===== config.mk =====
export PLATFORM = sky130hd
export DESIGN_NAME = gprmc_position_extractor_flat
export DESIGN_NICKNAME = d
export VERILOG_FILES = /design/src/hdl/gpx_pkg.sv /design/src/hdl/gpx_in_if.sv /design/src/hdl/gpx_out_if.sv /design/src/hdl/gprmc_position_extractor.sv /design/src/hdl/gpx_front.sv /design/src/hdl/gpx_cmd_fifo.sv /design/src/hdl/gpx_back.sv /design/src/flat_wrapper.sv
export VERILOG_INCLUDE_DIRS = /design/src /design/src/hdl
export SDC_FILE = /design/constraint.sdc
export NUM_CORES = 1
export LEC_CHECK = 0
export BUFFER_PORTS_ARGS = -buffer_cell sky130_fd_sc_hd__buf_4
export CORE_MARGIN = 10
export CORE_UTILIZATION = 40
export DETAILED_ROUTE_END_ITERATION = 10
export PLACE_DENSITY = 0.55
export SETUP_SLACK_MARGIN = 0.4
export SLEW_MARGIN = 20
export SYNTH_ARGS = -nofsm -noshare
export SYNTH_HDL_FRONTEND = slang
export SYNTH_SLANG_ARGS = --single-unit

===== constraint.sdc =====
create_clock -name clk -period 2.97 [get_ports clk]
set_input_delay 0.7425 -clock clk [delete_from_list [all_inputs] [get_ports clk]]
set_output_delay 0.7425 -clock clk [all_outputs]
set_load 0.1 [all_outputs]

===== src/hdl/assert_macros.svh =====
// ----------------------------------------------------------------------------
// assertion macros
// concurrent checks that drop out of synthesis builds
// ----------------------------------------------------------------------------
`ifndef ASSERT_MACROS_SVH
`define ASSERT_MACROS_SVH

`ifndef SYNTHESIS

// same-cycle implication
`define ASSERT_IMPLY(lbl, clk, rst_n, ante, cons) \
	lbl: assert property (@(posedge clk) disable iff (!rst_n) (ante) |-> (cons)) \
		else $error("same-cycle check failed");

// next-cycle implication
`define ASSERT_NEXT(lbl, clk, rst_n, ante, cons) \
	lbl: assert property (@(posedge clk) disable iff (!rst_n) (ante) |=> (cons)) \
		else $error("next-cycle check failed");

`else

`define ASSERT_IMPLY(lbl, clk, rst_n, ante, cons)
`define ASSERT_NEXT(lbl, clk, rst_n, ante, cons)

`endif

`endif


===== src/hdl/gpx_pkg.sv =====
// ----------------------------------------------------------------------------
// gpx_pkg
// shared types, character codes and header table of the position extractor
// ----------------------------------------------------------------------------
package gpx_pkg;

	typedef logic [7:0] char_t;

	// character codes
	localparam char_t CR_CHAR    = 8'h0D;
	localparam char_t LF_CHAR    = 8'h0A;
	localparam char_t COMMA_CHAR = 8'h2C;

	// sentence header and comma positions of the two groups
	localparam int HDR_LEN       = 7;
	localparam int COMMA_MAX     = 15;
	localparam int GRP_FIRST_CNT = 3;
	localparam int GRP_LAST_CNT  = 6;
	localparam int SEP_COMMA     = 5;
	localparam int END_COMMA     = 7;

	// command queue between front and back
	localparam int FIFO_DEPTH = 4;
	localparam int FIFO_PTR_W = 2;
	localparam int FIFO_CNT_W = 3;

	typedef enum logic [1:0] {
		CMD_CHAR,
		CMD_SEP,
		CMD_EOL,
		CMD_SEP_EOL
	} cmd_kind_t;

	typedef struct packed {
		cmd_kind_t kind;
		char_t     ch;
	} cmd_t;

	typedef enum logic {
		BK_RUN,
		BK_EOL_NEXT
	} back_state_t;

	// expected header byte at a line position
	function automatic char_t hdr_char(input logic [2:0] idx);
		char_t c;
		unique case (idx)
			3'd0: c = 8'h24; // '$'
			3'd1: c = 8'h47; // 'G'
			3'd2: c = 8'h50; // 'P'
			3'd3: c = 8'h52; // 'R'
			3'd4: c = 8'h4D; // 'M'
			3'd5: c = 8'h43; // 'C'
			3'd6: c = 8'h2C; // ','
			default: c = 8'h00;
		endcase
		return c;
	endfunction

endpackage


===== src/hdl/gpx_in_if.sv =====
// ----------------------------------------------------------------------------
// gpx_in_if
// byte channel carrying received nmea text
// ----------------------------------------------------------------------------
interface gpx_in_if;
	logic            valid;
	logic            ready;
	gpx_pkg::char_t  in_char;

	modport source (output valid, output in_char, input ready);
	modport sink   (input valid, input in_char, output ready);
endinterface


===== src/hdl/gpx_out_if.sv =====
// ----------------------------------------------------------------------------
// gpx_out_if
// result channel carrying position characters and the line end marker
// ----------------------------------------------------------------------------
interface gpx_out_if;
	logic            valid;
	logic            ready;
	gpx_pkg::char_t  out_char;
	logic            end_of_line;

	modport source (output valid, output out_char, output end_of_line, input ready);
	modport sink   (input valid, input out_char, input end_of_line, output ready);
endinterface


===== src/hdl/gprmc_position_extractor.sv =====
// ----------------------------------------------------------------------------
// gprmc_position_extractor: pulls latitude and longitude out of rmc sentences
// takes one byte per cycle unless the queue is full; result items are registered
// line end gives marker, after separator if none sent; 4-entry queue sets stall
// asynchronous reset clears line state, queue pointers and output valid at once
// ----------------------------------------------------------------------------
`include "assert_macros.svh"

module gprmc_position_extractor
	import gpx_pkg::*;
#(
	parameter int MAX_LINE  = 128,
	parameter int MAX_GROUP = 16
) (
	input  logic       clk,
	input  logic       arst_n,
	gpx_in_if.sink     nmea,
	gpx_out_if.source  position
);

	cmd_t cmd_in;
	cmd_t cmd_head;
	logic cmd_push;
	logic cmd_pop;
	logic fifo_full;
	logic fifo_empty;

	// classify bytes and track line state
	gpx_front #(
		.MAX_LINE  (MAX_LINE),
		.MAX_GROUP (MAX_GROUP)
	) u_front (
		.clk       (clk),
		.arst_n    (arst_n),
		.nmea      (nmea),
		.cmd       (cmd_in),
		.cmd_push  (cmd_push),
		.fifo_full (fifo_full)
	);

	// decouple front from output stalls
	gpx_cmd_fifo u_fifo (
		.clk    (clk),
		.arst_n (arst_n),
		.push   (cmd_push),
		.wdata  (cmd_in),
		.pop    (cmd_pop),
		.rdata  (cmd_head),
		.full   (fifo_full),
		.empty  (fifo_empty)
	);

	// emit result items
	gpx_back u_back (
		.clk        (clk),
		.arst_n     (arst_n),
		.head       (cmd_head),
		.fifo_empty (fifo_empty),
		.cmd_pop    (cmd_pop),
		.position   (position)
	);

	// checks
	`ASSERT_IMPLY(a_push_has_room, clk, arst_n, cmd_push, !fifo_full)
	`ASSERT_IMPLY(a_pop_has_data, clk, arst_n, cmd_pop, !fifo_empty)
	`ASSERT_NEXT(a_sep_before_eol, clk, arst_n, cmd_pop && cmd_head.kind == CMD_SEP_EOL, position.valid && !position.end_of_line && position.out_char == COMMA_CHAR)

endmodule


===== src/hdl/gpx_front.sv =====
// ----------------------------------------------------------------------------
// gpx_front
// accepts bytes, tracks header, commas and the one-character hold, and
// pushes one output command per byte that produces results
// ----------------------------------------------------------------------------
module gpx_front
	import gpx_pkg::*;
#(
	parameter int MAX_LINE  = 128,
	parameter int MAX_GROUP = 16
) (
	input  logic         clk,
	input  logic         arst_n,
	gpx_in_if.sink       nmea,
	output cmd_t         cmd,
	output logic         cmd_push,
	input  logic         fifo_full
);

	localparam int LINE_W  = $clog2(MAX_LINE + 1);
	localparam int GROUP_W = $clog2(MAX_GROUP + 1);

	logic [2:0]         hdr_pos_q, hdr_pos_d;
	logic               hdr_fail_q, hdr_fail_d;
	logic [3:0]         comma_cnt_q, comma_cnt_d;
	logic [LINE_W-1:0]  line_pos_q, line_pos_d;
	char_t              held_char_q, held_char_d;
	logic               held_valid_q, held_valid_d;
	logic [GROUP_W-1:0] group_len_q, group_len_d;
	logic               sep_sent_q, sep_sent_d;

	logic accept;
	logic matched;
	char_t c;

	assign nmea.ready = !fifo_full;
	assign accept     = nmea.valid && nmea.ready;
	assign c          = nmea.in_char;
	assign matched    = (hdr_pos_q == 3'(HDR_LEN)) && !hdr_fail_q;

	// per-byte state update and command selection
	always_comb begin
		logic [3:0] cnt_inc;
		cnt_inc      = (comma_cnt_q < 4'(COMMA_MAX)) ? comma_cnt_q + 4'd1 : comma_cnt_q;
		hdr_pos_d    = hdr_pos_q;
		hdr_fail_d   = hdr_fail_q;
		comma_cnt_d  = comma_cnt_q;
		line_pos_d   = line_pos_q;
		held_char_d  = held_char_q;
		held_valid_d = held_valid_q;
		group_len_d  = group_len_q;
		sep_sent_d   = sep_sent_q;
		cmd_push     = 1'b0;
		cmd          = '{kind: CMD_CHAR, ch: held_char_q};
		if (accept && c != LF_CHAR) begin
			if (c == CR_CHAR) begin
				// line end: flush marker, clear line state
				if (line_pos_q != '0) begin
					if (matched) begin
						cmd_push = 1'b1;
						cmd      = '{kind: (sep_sent_q ? CMD_EOL : CMD_SEP_EOL), ch: '0};
					end
					hdr_pos_d    = '0;
					hdr_fail_d   = 1'b0;
					comma_cnt_d  = '0;
					line_pos_d   = '0;
					held_valid_d = 1'b0;
					group_len_d  = '0;
					sep_sent_d   = 1'b0;
				end
			end else if (line_pos_q < LINE_W'(MAX_LINE)) begin
				// header match
				if (line_pos_q < LINE_W'(HDR_LEN) && !hdr_fail_q) begin
					if (c == hdr_char(line_pos_q[2:0]))
						hdr_pos_d = hdr_pos_q + 3'd1;
					else
						hdr_fail_d = 1'b1;
				end
				line_pos_d = line_pos_q + LINE_W'(1);
				if (c == COMMA_CHAR) begin
					// field boundary
					comma_cnt_d = cnt_inc;
					if (matched && (cnt_inc == 4'(SEP_COMMA) || cnt_inc == 4'(END_COMMA))) begin
						held_valid_d = 1'b0;
						group_len_d  = '0;
						if (cnt_inc == 4'(SEP_COMMA) && !sep_sent_q) begin
							cmd_push   = 1'b1;
							cmd        = '{kind: CMD_SEP, ch: COMMA_CHAR};
							sep_sent_d = 1'b1;
						end
					end
				end else if (matched && comma_cnt_q >= 4'(GRP_FIRST_CNT)
						&& comma_cnt_q <= 4'(GRP_LAST_CNT)
						&& group_len_q < GROUP_W'(MAX_GROUP)) begin
					// group character through the hold
					cmd_push     = held_valid_q;
					cmd          = '{kind: CMD_CHAR, ch: held_char_q};
					held_char_d  = c;
					held_valid_d = 1'b1;
					group_len_d  = group_len_q + GROUP_W'(1);
				end
			end
		end
	end

	// line state
	always_ff @(posedge clk or negedge arst_n) begin
		if (!arst_n) begin
			hdr_pos_q    <= '0;
			hdr_fail_q   <= 1'b0;
			comma_cnt_q  <= '0;
			line_pos_q   <= '0;
			held_valid_q <= 1'b0;
			group_len_q  <= '0;
			sep_sent_q   <= 1'b0;
		end else begin
			hdr_pos_q    <= hdr_pos_d;
			hdr_fail_q   <= hdr_fail_d;
			comma_cnt_q  <= comma_cnt_d;
			line_pos_q   <= line_pos_d;
			held_valid_q <= held_valid_d;
			group_len_q  <= group_len_d;
			sep_sent_q   <= sep_sent_d;
		end
	end

	// held character payload
	always_ff @(posedge clk) begin
		held_char_q <= held_char_d;
	end

endmodule


===== src/hdl/gpx_cmd_fifo.sv =====
// ----------------------------------------------------------------------------
// gpx_cmd_fifo
// short command queue between front and back
// ----------------------------------------------------------------------------
module gpx_cmd_fifo
	import gpx_pkg::*;
(
	input  logic clk,
	input  logic arst_n,
	input  logic push,
	input  cmd_t wdata,
	input  logic pop,
	output cmd_t rdata,
	output logic full,
	output logic empty
);

	cmd_t                  mem_q [FIFO_DEPTH];
	logic [FIFO_PTR_W-1:0] wr_ptr_q;
	logic [FIFO_PTR_W-1:0] rd_ptr_q;
	logic [FIFO_CNT_W-1:0] count_q;

	assign full  = (count_q == FIFO_CNT_W'(FIFO_DEPTH));
	assign empty = (count_q == '0);
	assign rdata = mem_q[rd_ptr_q];

	// pointers and fill count
	always_ff @(posedge clk or negedge arst_n) begin
		if (!arst_n) begin
			wr_ptr_q <= '0;
			rd_ptr_q <= '0;
			count_q  <= '0;
		end else begin
			if (push)
				wr_ptr_q <= wr_ptr_q + FIFO_PTR_W'(1);
			if (pop)
				rd_ptr_q <= rd_ptr_q + FIFO_PTR_W'(1);
			if (push && !pop)
				count_q <= count_q + FIFO_CNT_W'(1);
			else if (pop && !push)
				count_q <= count_q - FIFO_CNT_W'(1);
		end
	end

	// storage
	always_ff @(posedge clk) begin
		if (push)
			mem_q[wr_ptr_q] <= wdata;
	end

endmodule


===== src/hdl/gpx_back.sv =====
// ----------------------------------------------------------------------------
// gpx_back
// expands queued commands into result items through an output register
// ----------------------------------------------------------------------------
module gpx_back
	import gpx_pkg::*;
(
	input  logic       clk,
	input  logic       arst_n,
	input  cmd_t       head,
	input  logic       fifo_empty,
	output logic       cmd_pop,
	gpx_out_if.source  position
);

	back_state_t state_q, state_d;
	logic        out_valid_q;
	char_t       out_char_q;
	logic        out_eol_q;
	logic        load;
	logic        ld_valid;
	char_t       ld_char;
	logic        ld_eol;

	assign load              = !out_valid_q || position.ready;
	assign position.valid    = out_valid_q;
	assign position.out_char = out_char_q;
	assign position.end_of_line = out_eol_q;

	// next state
	always_comb begin
		state_d = state_q;
		unique case (state_q)
			BK_RUN: begin
				if (load && !fifo_empty && head.kind == CMD_SEP_EOL)
					state_d = BK_EOL_NEXT;
			end
			BK_EOL_NEXT: begin
				if (load)
					state_d = BK_RUN;
			end
		endcase
	end

	// queue pop and output register load
	always_comb begin
		cmd_pop  = 1'b0;
		ld_valid = 1'b0;
		ld_char  = '0;
		ld_eol   = 1'b0;
		unique case (state_q)
			BK_RUN: begin
				if (load && !fifo_empty) begin
					cmd_pop  = 1'b1;
					ld_valid = 1'b1;
					unique case (head.kind)
						CMD_CHAR:    ld_char = head.ch;
						CMD_SEP:     ld_char = COMMA_CHAR;
						CMD_EOL:     ld_eol  = 1'b1;
						CMD_SEP_EOL: ld_char = COMMA_CHAR;
					endcase
				end
			end
			BK_EOL_NEXT: begin
				if (load) begin
					ld_valid = 1'b1;
					ld_eol   = 1'b1;
				end
			end
		endcase
	end

	// control registers
	always_ff @(posedge clk or negedge arst_n) begin
		if (!arst_n) begin
			state_q     <= BK_RUN;
			out_valid_q <= 1'b0;
		end else begin
			state_q <= state_d;
			if (load)
				out_valid_q <= ld_valid;
		end
	end

	// output payload
	always_ff @(posedge clk) begin
		if (load && ld_valid) begin
			out_char_q <= ld_char;
			out_eol_q  <= ld_eol;
		end
	end

endmodule

===== src/flat_wrapper.sv =====
// flat-port wrapper written by rule: the top's interface ports become plain ports
module gprmc_position_extractor_flat import gpx_pkg::*;
#(
	parameter int MAX_LINE  = 128,
	parameter int MAX_GROUP = 16
)
  (clk, arst_n, nmea_valid, nmea_in_char, nmea_ready, position_valid, position_out_char, position_end_of_line, position_ready);
  gpx_in_if nmea_i ();
  gpx_out_if position_i ();
  input  logic clk;
  input  logic arst_n;
  input wire logic [$bits(nmea_i.valid)-1:0] nmea_valid;
  input wire logic [$bits(nmea_i.in_char)-1:0] nmea_in_char;
  output wire logic [$bits(nmea_i.ready)-1:0] nmea_ready;
  output wire logic [$bits(position_i.valid)-1:0] position_valid;
  output wire logic [$bits(position_i.out_char)-1:0] position_out_char;
  output wire logic [$bits(position_i.end_of_line)-1:0] position_end_of_line;
  input wire logic [$bits(position_i.ready)-1:0] position_ready;
  assign nmea_i.valid = nmea_valid;
  assign nmea_i.in_char = nmea_in_char;
  assign nmea_ready = nmea_i.ready;
  assign position_valid = position_i.valid;
  assign position_out_char = position_i.out_char;
  assign position_end_of_line = position_i.end_of_line;
  assign position_i.ready = position_ready;
  gprmc_position_extractor #(.MAX_LINE(MAX_LINE), .MAX_GROUP(MAX_GROUP)) u_core (.clk(clk), .arst_n(arst_n), .nmea(nmea_i), .position(position_i));
endmodule

==> out/qor.log, run 1 <==
INFO  outcome        status=finished clean
INFO  cts            cts-hold-fix-buffers=0
INFO  sta            fin_worst_skew=13.6ps
INFO  logic_synthesis synth_seq_area_share=56.9%
INFO  placed_design  place.gp.congestion=0.781
INFO  finish         area.growth.synth_to_final=22.4%
INFO  sta            worst_pin_slew=736ps
INFO  global_routing antenna_violations_before_repair=0
INFO  sta            fin_setup_tns=0ps
INFO  logic_synthesis synthFlopType=sky130_fd_sc_hd__edfxtp_1
INFO  cts            cts_tree=yes
INFO  cts            clock_tree.buffer_depth=2
INFO  die            floorplan.die.height=125um
INFO  flow_run       maxCapViolations=0
INFO  finish         drive_above_1_share=32.3%
INFO  cts            cts_num_sinks=89
INFO  detailed_routing dr_total_vias=2,922
INFO  worst_setup_path crit_path_end_kind=flop
INFO  worst_setup_path cp_max_fo=2
INFO  global_routing grtUsageTotal=11.3%
INFO  logic_synthesis yosys_register_bits=89
INFO  die            initial_utilization=40.7%
INFO  worst_setup_path critical_path_arrival=2950ps
INFO  worst_setup_path critical_path_required=3260ps
INFO  hold_path      hold_path_class=in -> async
INFO  detailed_routing antenna_left=0
INFO  power          max-vdd-ir-drop=0.000499V
INFO  worst_setup_path critical_path.reg2reg.startpoint=u_core.u_front.hdr_pos_q[0]$_DFFE_PN0P_
INFO  finish         layout.cells.most_common_list=sky130_fd_sc_hd__buf_4 (65), sky130_fd_sc_hd__edfxtp_1 (57), sky130_fd_sc_hd__dfrtp_1 (28)
INFO  detailed_routing routed_via_density=5.21
INFO  finish         final-seq-area=0.00252sqmm
INFO  die            placeableCoreArea=0.0108sqmm
INFO  logic_synthesis ys.warnings.count=0
INFO  finish         num-nets-final=445
INFO  finish         fillerInstances=976
INFO  global_routing number_of_global_route_vias_before_repair=2,898
INFO  logic_synthesis number_of_cells_produced_by_synthesis=342
INFO  sta            timing.final.max_slew_violations=0
INFO  worst_setup_path cp_slowest_stage_delay=540ps
INFO  global_routing grt_overflow_total=0
INFO  die            die_width=125um
INFO  cts            cts_inserted_buffers=9
INFO  finish         finalCoreUtilization=49.8%
INFO  detailed_routing detail_route.iter0.violations=135
INFO  sta            max-slew-margin-rel=50.7%
INFO  logic_synthesis postSynth.asyncResetShare=36.0%
INFO  worst_setup_path start_kind=primary input
INFO  global_routing grt_start_max_net_pins=33
INFO  power          finalPower=3.98mW
INFO  die            row_count=38
INFO  power          static_leakage_power=2.13nW
INFO  logic_synthesis syn-num-nets=371
INFO  logic_synthesis syn_area_per_cell=12.9squm
INFO  cts            clock_latency_of_the_later_clocked_register_in_the_worst_skew_pair=360ps
INFO  sta            max_clock_freq=376MHz
INFO  sta            final_hold_viol_count=0
INFO  sta            grt_setup_unrepaired=yes
INFO  finish         antenna-diode-count=0
INFO  finish         multi_input_area=0.00188sqmm
INFO  worst_setup_path path_cells=buf_6 > or4b_4 > or2_4 > nor2_4 > a22oi_2 > a21oi_4 > ha_4 > inv_2 > fa_2 > xor2_1 > nor2_1 > xor2_1
INFO  logic_synthesis synth_area=0.00441sqmm
INFO  finish         leading_cell_type_in_the_layout_fill_and_taps_excluded=sky130_fd_sc_hd__buf_4
INFO  cts            worst_setup_hold_path_clk_slew=110ps
INFO  worst_setup_path setup.worst_path.start=nmea_in_char[6]
INFO  placed_design  io_buffer_count=22
INFO  sta            finalCritPeriodShare=89.6%
INFO  worst_setup_path cpMostUsedCell=sky130_fd_sc_hd__xor2_1
INFO  cts            clock_tree.htree_level_count=3
INFO  worst_setup_path critPathKind=in -> reg
INFO  detailed_routing detail_route.wirelength=8830um
INFO  sta            setup-violations-final=0
INFO  detailed_routing detail_route.wl_per_cell=15.7um
INFO  logic_synthesis synth.distinct_cells=63
INFO  power          p_per_area=737mW/mm^2
INFO  detailed_routing remaining_drc_errors=0
INFO  die            pin_count=23
INFO  cts            cts_root_buf=sky130_fd_sc_hd__clkbuf_8
INFO  global_routing grt_first_pass_wirelength=14,600um
INFO  sta            period_minus_slack=2660ps
INFO  die            die_outline_area=0.0156sqmm
INFO  worst_setup_path worst_path_max_delay_cell=sky130_fd_sc_hd__or4b_4
INFO  placed_design  detailed_place_hpwl=6380um
INFO  detailed_routing dr.pass1.iters=4
INFO  logic_synthesis synth_enable_flop_cells=57
-- critical path: cells and delay by family --
family	cells	cell delay, ps
AND/OR/NAND/NOR	4	1020
adder cells (fa/ha/maj)	2	480
XOR/XNOR	2	280
AO/OA/AOI/OAI	2	280
buffers and inverters	2	130
-- per-layer routing --
metal	vias up	global-route usage, %	share of wire, %
li1	1427	-	-
met1	1445	13.7	44
met2	43	19.1	51
met3	7	3.34	3.7
met4	0	2.98	1.1
met5	-	0	0
-- sequential cells by signal, indices dropped and copies added, names as in the netlist, 2 cells and up --
signal / count
u_core.u_fifo.mem_q: 40
u_core.u_fifo.wr_ptr_q: 2
u_core.u_front.group_len_q: 5
u_core.u_front.held_char_q: 8
u_core.u_fifo.rd_ptr_q: 2
u_core.u_front.hdr_pos_q: 3
u_core.u_front.line_pos_q: 8
u_core.u_fifo.count_q: 3
u_core.u_back.position.out_char: 8
u_core.u_front.comma_cnt_q: 4
-- cells in the mapped netlist (all sizes together), types with 4 or more instances --
| master | n | area [sq um] |
|---|---|---|
| nand3 | 12 | 60.1 |
| dfrtp | 32 | 801 |
| o211ai | 4 | 43.8 |
| edfxtp | 57 | 1710 |
| xnor2 | 11 | 96.3 |
| nand2 | 26 | 97.6 |
| nor3 | 12 | 82.6 |
| nor2 | 20 | 87.6 |
| ha | 16 | 200 |
| and3 | 4 | 25.0 |
| a21oi | 12 | 71.3 |
| nand2b | 5 | 31.3 |
| o21ai | 12 | 60.1 |
| inv | 13 | 48.8 |
| or3 | 5 | 36.3 |
| buf | 5 | 37.5 |
| and2 | 8 | 50.1 |
| mux2i | 5 | 50.1 |
| a22o | 4 | 35.0 |
| mux4 | 10 | 225 |
| xor2 | 5 | 43.8 |
| nor2b | 15 | 93.8 |
-- where the power goes --
part / switching (mW) / internal (mW)
sequential: 0.195 / 1.49
combinational: 0.816 / 0.657
clock: 0.491 / 0.330
total: 1.50 / 2.48
-- repair_timing --
action                                  4_1_cts  5_1_grt
pin swaps                                     8        6
resized for setup                            13        9
setup buffers                                 4       13
endpoints found under the setup margin       13       20
-- cell families after synthesis --
family	after synthesis	share of synthesized area (%)
AOI/OAI and AO/OA	52	8.68
xor gates and xnor gates	16	3.18
adders and majority gates	17	4.99
buffers and inverters	21	2.21
DFF	89	56.9
muxes	18	7.01
and+or+nand+nor	129	17.0
-- metrics by stage --
step                      area, sq um  cells  hold slack (ps)  setup WS, ps
after detailed placement         5000    528              479          -168
final                            5400    561              320           309
after global placement           5000    528              469          -152
after floorplan                  4430    342              447          -142
after global routing             5400    561              322           204
after CTS                        5260    548              332           311
-- worst paths after layout --
path,to,slack [ps],depth (start not counted)
setup / recovery,u_core.u_fifo.count_q[2]$_DFFE_PN0P_,310,12
hold / removal,u_core.u_fifo.rd_ptr_q[1]$_DFFE_PN0P_,320,1
setup reg to reg,u_core.u_fifo.count_q[1]$_DFFE_PN0P_,320,11
hold reg to reg,u_core.u_front.held_valid_q$_DFFE_PN0P_,500,1
max in group asynchronous,u_core.u_front.line_pos_q[2]$_DFFE_PN0P_,2280,1
min in group clk,u_core.u_front.held_valid_q$_DFFE_PN0P_,500,1
-- cell type report --
class,instances,area share [%]
flip-flops and latches,89,46.6
multi-input cells,232,34.7
repair buffers,71,10.9
well taps,140,3.24
clock buffers,9,2.29
clock inverters,7,1.27
inverters,13,0.904
No activity file was read; power rests on OpenSTA's default activity.
==> run 2, diff against run 1 <==
--- a/config.mk
+++ b/config.mk
@@ -10,7 +10,7 @@
 export CORE_MARGIN = 10
 export CORE_UTILIZATION = 40
 export DETAILED_ROUTE_END_ITERATION = 10
-export PLACE_DENSITY = 0.55
+export PLACE_DENSITY = 0.57
 export SETUP_SLACK_MARGIN = 0.4
 export SLEW_MARGIN = 20
 export SYNTH_ARGS = -nofsm -noshare
==> constraint.sdc (replaced) <==
create_clock -name clk -period 2.4 [get_ports clk]
set_input_delay 0.6 -clock clk [delete_from_list [all_inputs] [get_ports clk]]
set_output_delay 0.6 -clock clk [all_outputs]
set_load 0.1 [all_outputs]
==> run 2 against run 1 <==
Effect of this change: the run now ends with negative setup slack left; first-iteration DRC count up 24%; clock power grew 19%; non-clock buffer count up 51; combinational power grew 59%; sequential share of layout area is 5.9 points lower; die area stayed put; cell count increased by 9.1%; cell area is 15% higher; register-to-register slack got worse by 520 ps; critical path depth decreased by 3; largest cell class unchanged; highest routed layer unchanged.
==> out/qor.log, run 2 (same netlist as run 1, synthesis figures left out) <==
INFO  detailed_routing routed_via_density=5.11
INFO  outcome        violations=negative setup slack
INFO  worst_setup_path rr_worst_depth=9
INFO  cts            clock_latency_of_the_later_clocked_register_in_the_worst_skew_pair=370ps
INFO  worst_setup_path crit_path_end_kind=flop
INFO  cts            worst_setup_hold_path_clk_slew=90ps
INFO  power          comb_power_share=43.9%
INFO  detailed_routing detail_route.iter0.violations=168
INFO  worst_setup_path path_cells=or4_4 > nor3_4 > nor2_4 > a22oi_2 > a21oi_4 > ha_4 > inv_2 > fa_2 > mux2_2
INFO  cts            cts_num_sinks=89
INFO  power          p_per_area=858mW/mm^2
INFO  cts            cts_inserted_buffers=9
INFO  sta            finalWorstSetupSlack=-196ps
INFO  hold_path      hold_path_class=in -> async
INFO  sta            fin_setup_tns=-1030ps
INFO  global_routing globalRoute.busiestLayer=met2
INFO  cts            cts_tree=yes
INFO  flow_run       maxCapViolations=0
INFO  finish         fillerInstances=881
INFO  global_routing grt_start_max_net_pins=33
INFO  power          static_leakage_power=2.50nW
INFO  cts            clock_tree.buffer_depth=2
INFO  finish         largest-register=u_core.u_fifo.mem_q
INFO  global_routing antenna_violations_before_repair=0
INFO  finish         drive_above_1_share=46.8%
INFO  worst_setup_path worst_path_max_delay_cell=sky130_fd_sc_hd__or4_4
INFO  worst_setup_path critical_path.reg2reg.startpoint=u_core.u_front.line_pos_q[5]$_DFFE_PN0P_
INFO  global_routing globalRouteMet1Util=14.1%
INFO  worst_setup_path cp_max_fo=2
INFO  finish         layout.cells.most_common_list=sky130_fd_sc_hd__buf_4 (88), sky130_fd_sc_hd__edfxtp_1 (57), sky130_fd_sc_hd__dfrtp_1 (29)
INFO  detailed_routing detail_route.wirelength=10,100um
INFO  worst_setup_path rr_endpoint=u_core.u_fifo.count_q[1]$_DFFE_PN0P_
INFO  finish         leading_cell_type_in_the_layout_fill_and_taps_excluded=sky130_fd_sc_hd__buf_4
INFO  worst_setup_path critPathKind=reg -> reg
INFO  sta            worst_pin_slew=500ps
INFO  finish         area.growth.synth_to_final=40.2%
INFO  finish         final-seq-area=0.00252sqmm
INFO  finish         num-nets-final=496
INFO  worst_setup_path critical_path_required=2660ps
INFO  sta            grt_setup_unrepaired=yes
INFO  detailed_routing dr.pass1.iters=4
INFO  power          clock_power_share=18.4%
INFO  placed_design  io_buffer_count=22
INFO  worst_setup_path start_kind=flop
INFO  die            pin_count=23
INFO  worst_setup_path reg2reg_slack=-200ps
INFO  global_routing groute.layer.met2.usage=21.7%
INFO  die            die_outline_area=0.0156sqmm
INFO  die            floorplan.die.height=125um
INFO  global_routing grt_first_pass_wirelength=15,800um
INFO  worst_setup_path cp_slowest_stage_delay=560ps
INFO  sta            final_hold_viol_count=0
INFO  global_routing grt_overflow_total=0
INFO  power          sequentialPowerShare=37.7%
INFO  global_routing grtUsageTotal=12.3%
INFO  detailed_routing antenna_left=0
INFO  cts            cts_root_buf=sky130_fd_sc_hd__clkbuf_8
INFO  placed_design  detailed_place_hpwl=6890um
INFO  placed_design  place.gp.congestion=0.833
INFO  finish         multi_input_area=0.00212sqmm
INFO  sta            max-slew-margin-rel=66.7%
INFO  sta            fin_worst_skew=8.51ps
INFO  power          max-vdd-ir-drop=0.000695V
INFO  detailed_routing dr_total_vias=3,130
INFO  power          total_net_switching_power=1.95mW
INFO  power          finalPower=5.31mW
INFO  detailed_routing detail_route.wl_per_cell=16.4um
INFO  worst_setup_path critical_path_arrival=2860ps
INFO  sta            finalCritPeriodShare=108%
INFO  die            initial_utilization=40.7%
INFO  sta            setup-violations-final=35
INFO  global_routing number_of_global_route_vias_before_repair=3,153
INFO  cts            clock_tree.htree_level_count=3
INFO  sta            max_clock_freq=385MHz
INFO  sta            timing.final.max_slew_violations=0
INFO  die            die_width=125um
INFO  sta            period_minus_slack=2600ps
INFO  die            placeableCoreArea=0.0108sqmm
INFO  finish         antenna-diode-count=0
INFO  finish         largest_register_ffs=40
INFO  outcome        status=finished with violations
INFO  power          internal_power=3.36mW
INFO  detailed_routing remaining_drc_errors=0
INFO  die            row_count=38
INFO  power          sw_frac_of_total=36.7%
INFO  global_routing met3_capacity_usage_during_global_routing=3.72%
INFO  cts            cts-hold-fix-buffers=0
==> run 2: worst max path at each step <==
stage	startpoint	end	slack (ps)	cells past startpoint
6_report	u_core.u_front.line_pos_q[5]$_DFFE_PN0P_	u_core.u_fifo.count_q[1]$_DFFE_PN0P_	-200	9
5_1_grt	u_core.u_front.line_pos_q[5]$_DFFE_PN0P_	u_core.u_fifo.count_q[1]$_DFFE_PN0P_	-320	9
4_1_cts	u_core.u_front.line_pos_q[5]$_DFFE_PN0P_	u_core.u_fifo.count_q[1]$_DFFE_PN0P_	-250	9
3_5_place_dp	nmea_in_char[1]	u_core.u_fifo.count_q[2]$_DFFE_PN0P_	-630	12
3_3_place_gp	nmea_in_char[4]	u_core.u_fifo.count_q[2]$_DFFE_PN0P_	-600	14
2_1_floorplan	nmea_in_char[6]	u_core.u_fifo.count_q[2]$_DFFE_PN0P_	-570	12
==> run 2: cell type report <==
type | count | area share [%]
well taps | 140 | 2.83
clock inverters | 6 | 0.768
multi-input cells | 232 | 34.3
inverters | 13 | 0.829
clock buffers | 10 | 2.22
flip-flops and latches | 89 | 40.7
repair buffers | 122 | 18.4
==> run 2: metal layers <==
metal | share of wire, % | up-vias
met5 | 0 | -
met4 | 1.1 | 0
met3 | 3.5 | 9
met2 | 54 | 45
met1 | 41 | 1546
li1 | - | 1530
==> run 2: power groups by stage <==
stage          sequential (mW)  combinational (mW)  clock [mW]
2_1_floorplan             2.33                1.06           0
3_3_place_gp              2.03                2.01           0
3_5_place_dp              2.03                2.03           0
4_1_cts                   2.00                2.23        1.02
5_1_grt                   2.03                2.51        1.08
6_report                  2.00                2.33       0.978
==> run 2: critical path: cells and delay by family (launching register included) <==
family	cells	cell delay (ps)
and+or+nand+nor	3	890
adders and majority gates	2	580
DFF	1	390
AOI/OAI and AO/OA	2	340
muxes	1	260
buffers and inverters	1	50
==> run 2: repair_timing <==
| action | 4_1_cts | 5_1_grt |
|---|---|---|
| buffers inserted | 14 | 8 |
| setup endpoints to repair | 116 | 117 |
| gates resized for setup | 63 | 34 |
| gates cloned | 1 | 4 |
| pin swaps | 25 | 15 |
==> run 2: per-stage QoR <==
step / worst slack (ps) / util (%) / std cells / hold WS, ps / cell area [sq um]
global placement: -598 / 49.5 / 569 / 466 / 5370
CTS: -246 / 54.3 / 600 / 152 / 5880
detailed placement: -628 / 49.5 / 569 / 483 / 5370
floorplan: -569 / - / 342 / 304 / 4480
global route: -324 / 57.1 / 612 / 169 / 6190
finish: -196 / 57.1 / 612 / 162 / 6190
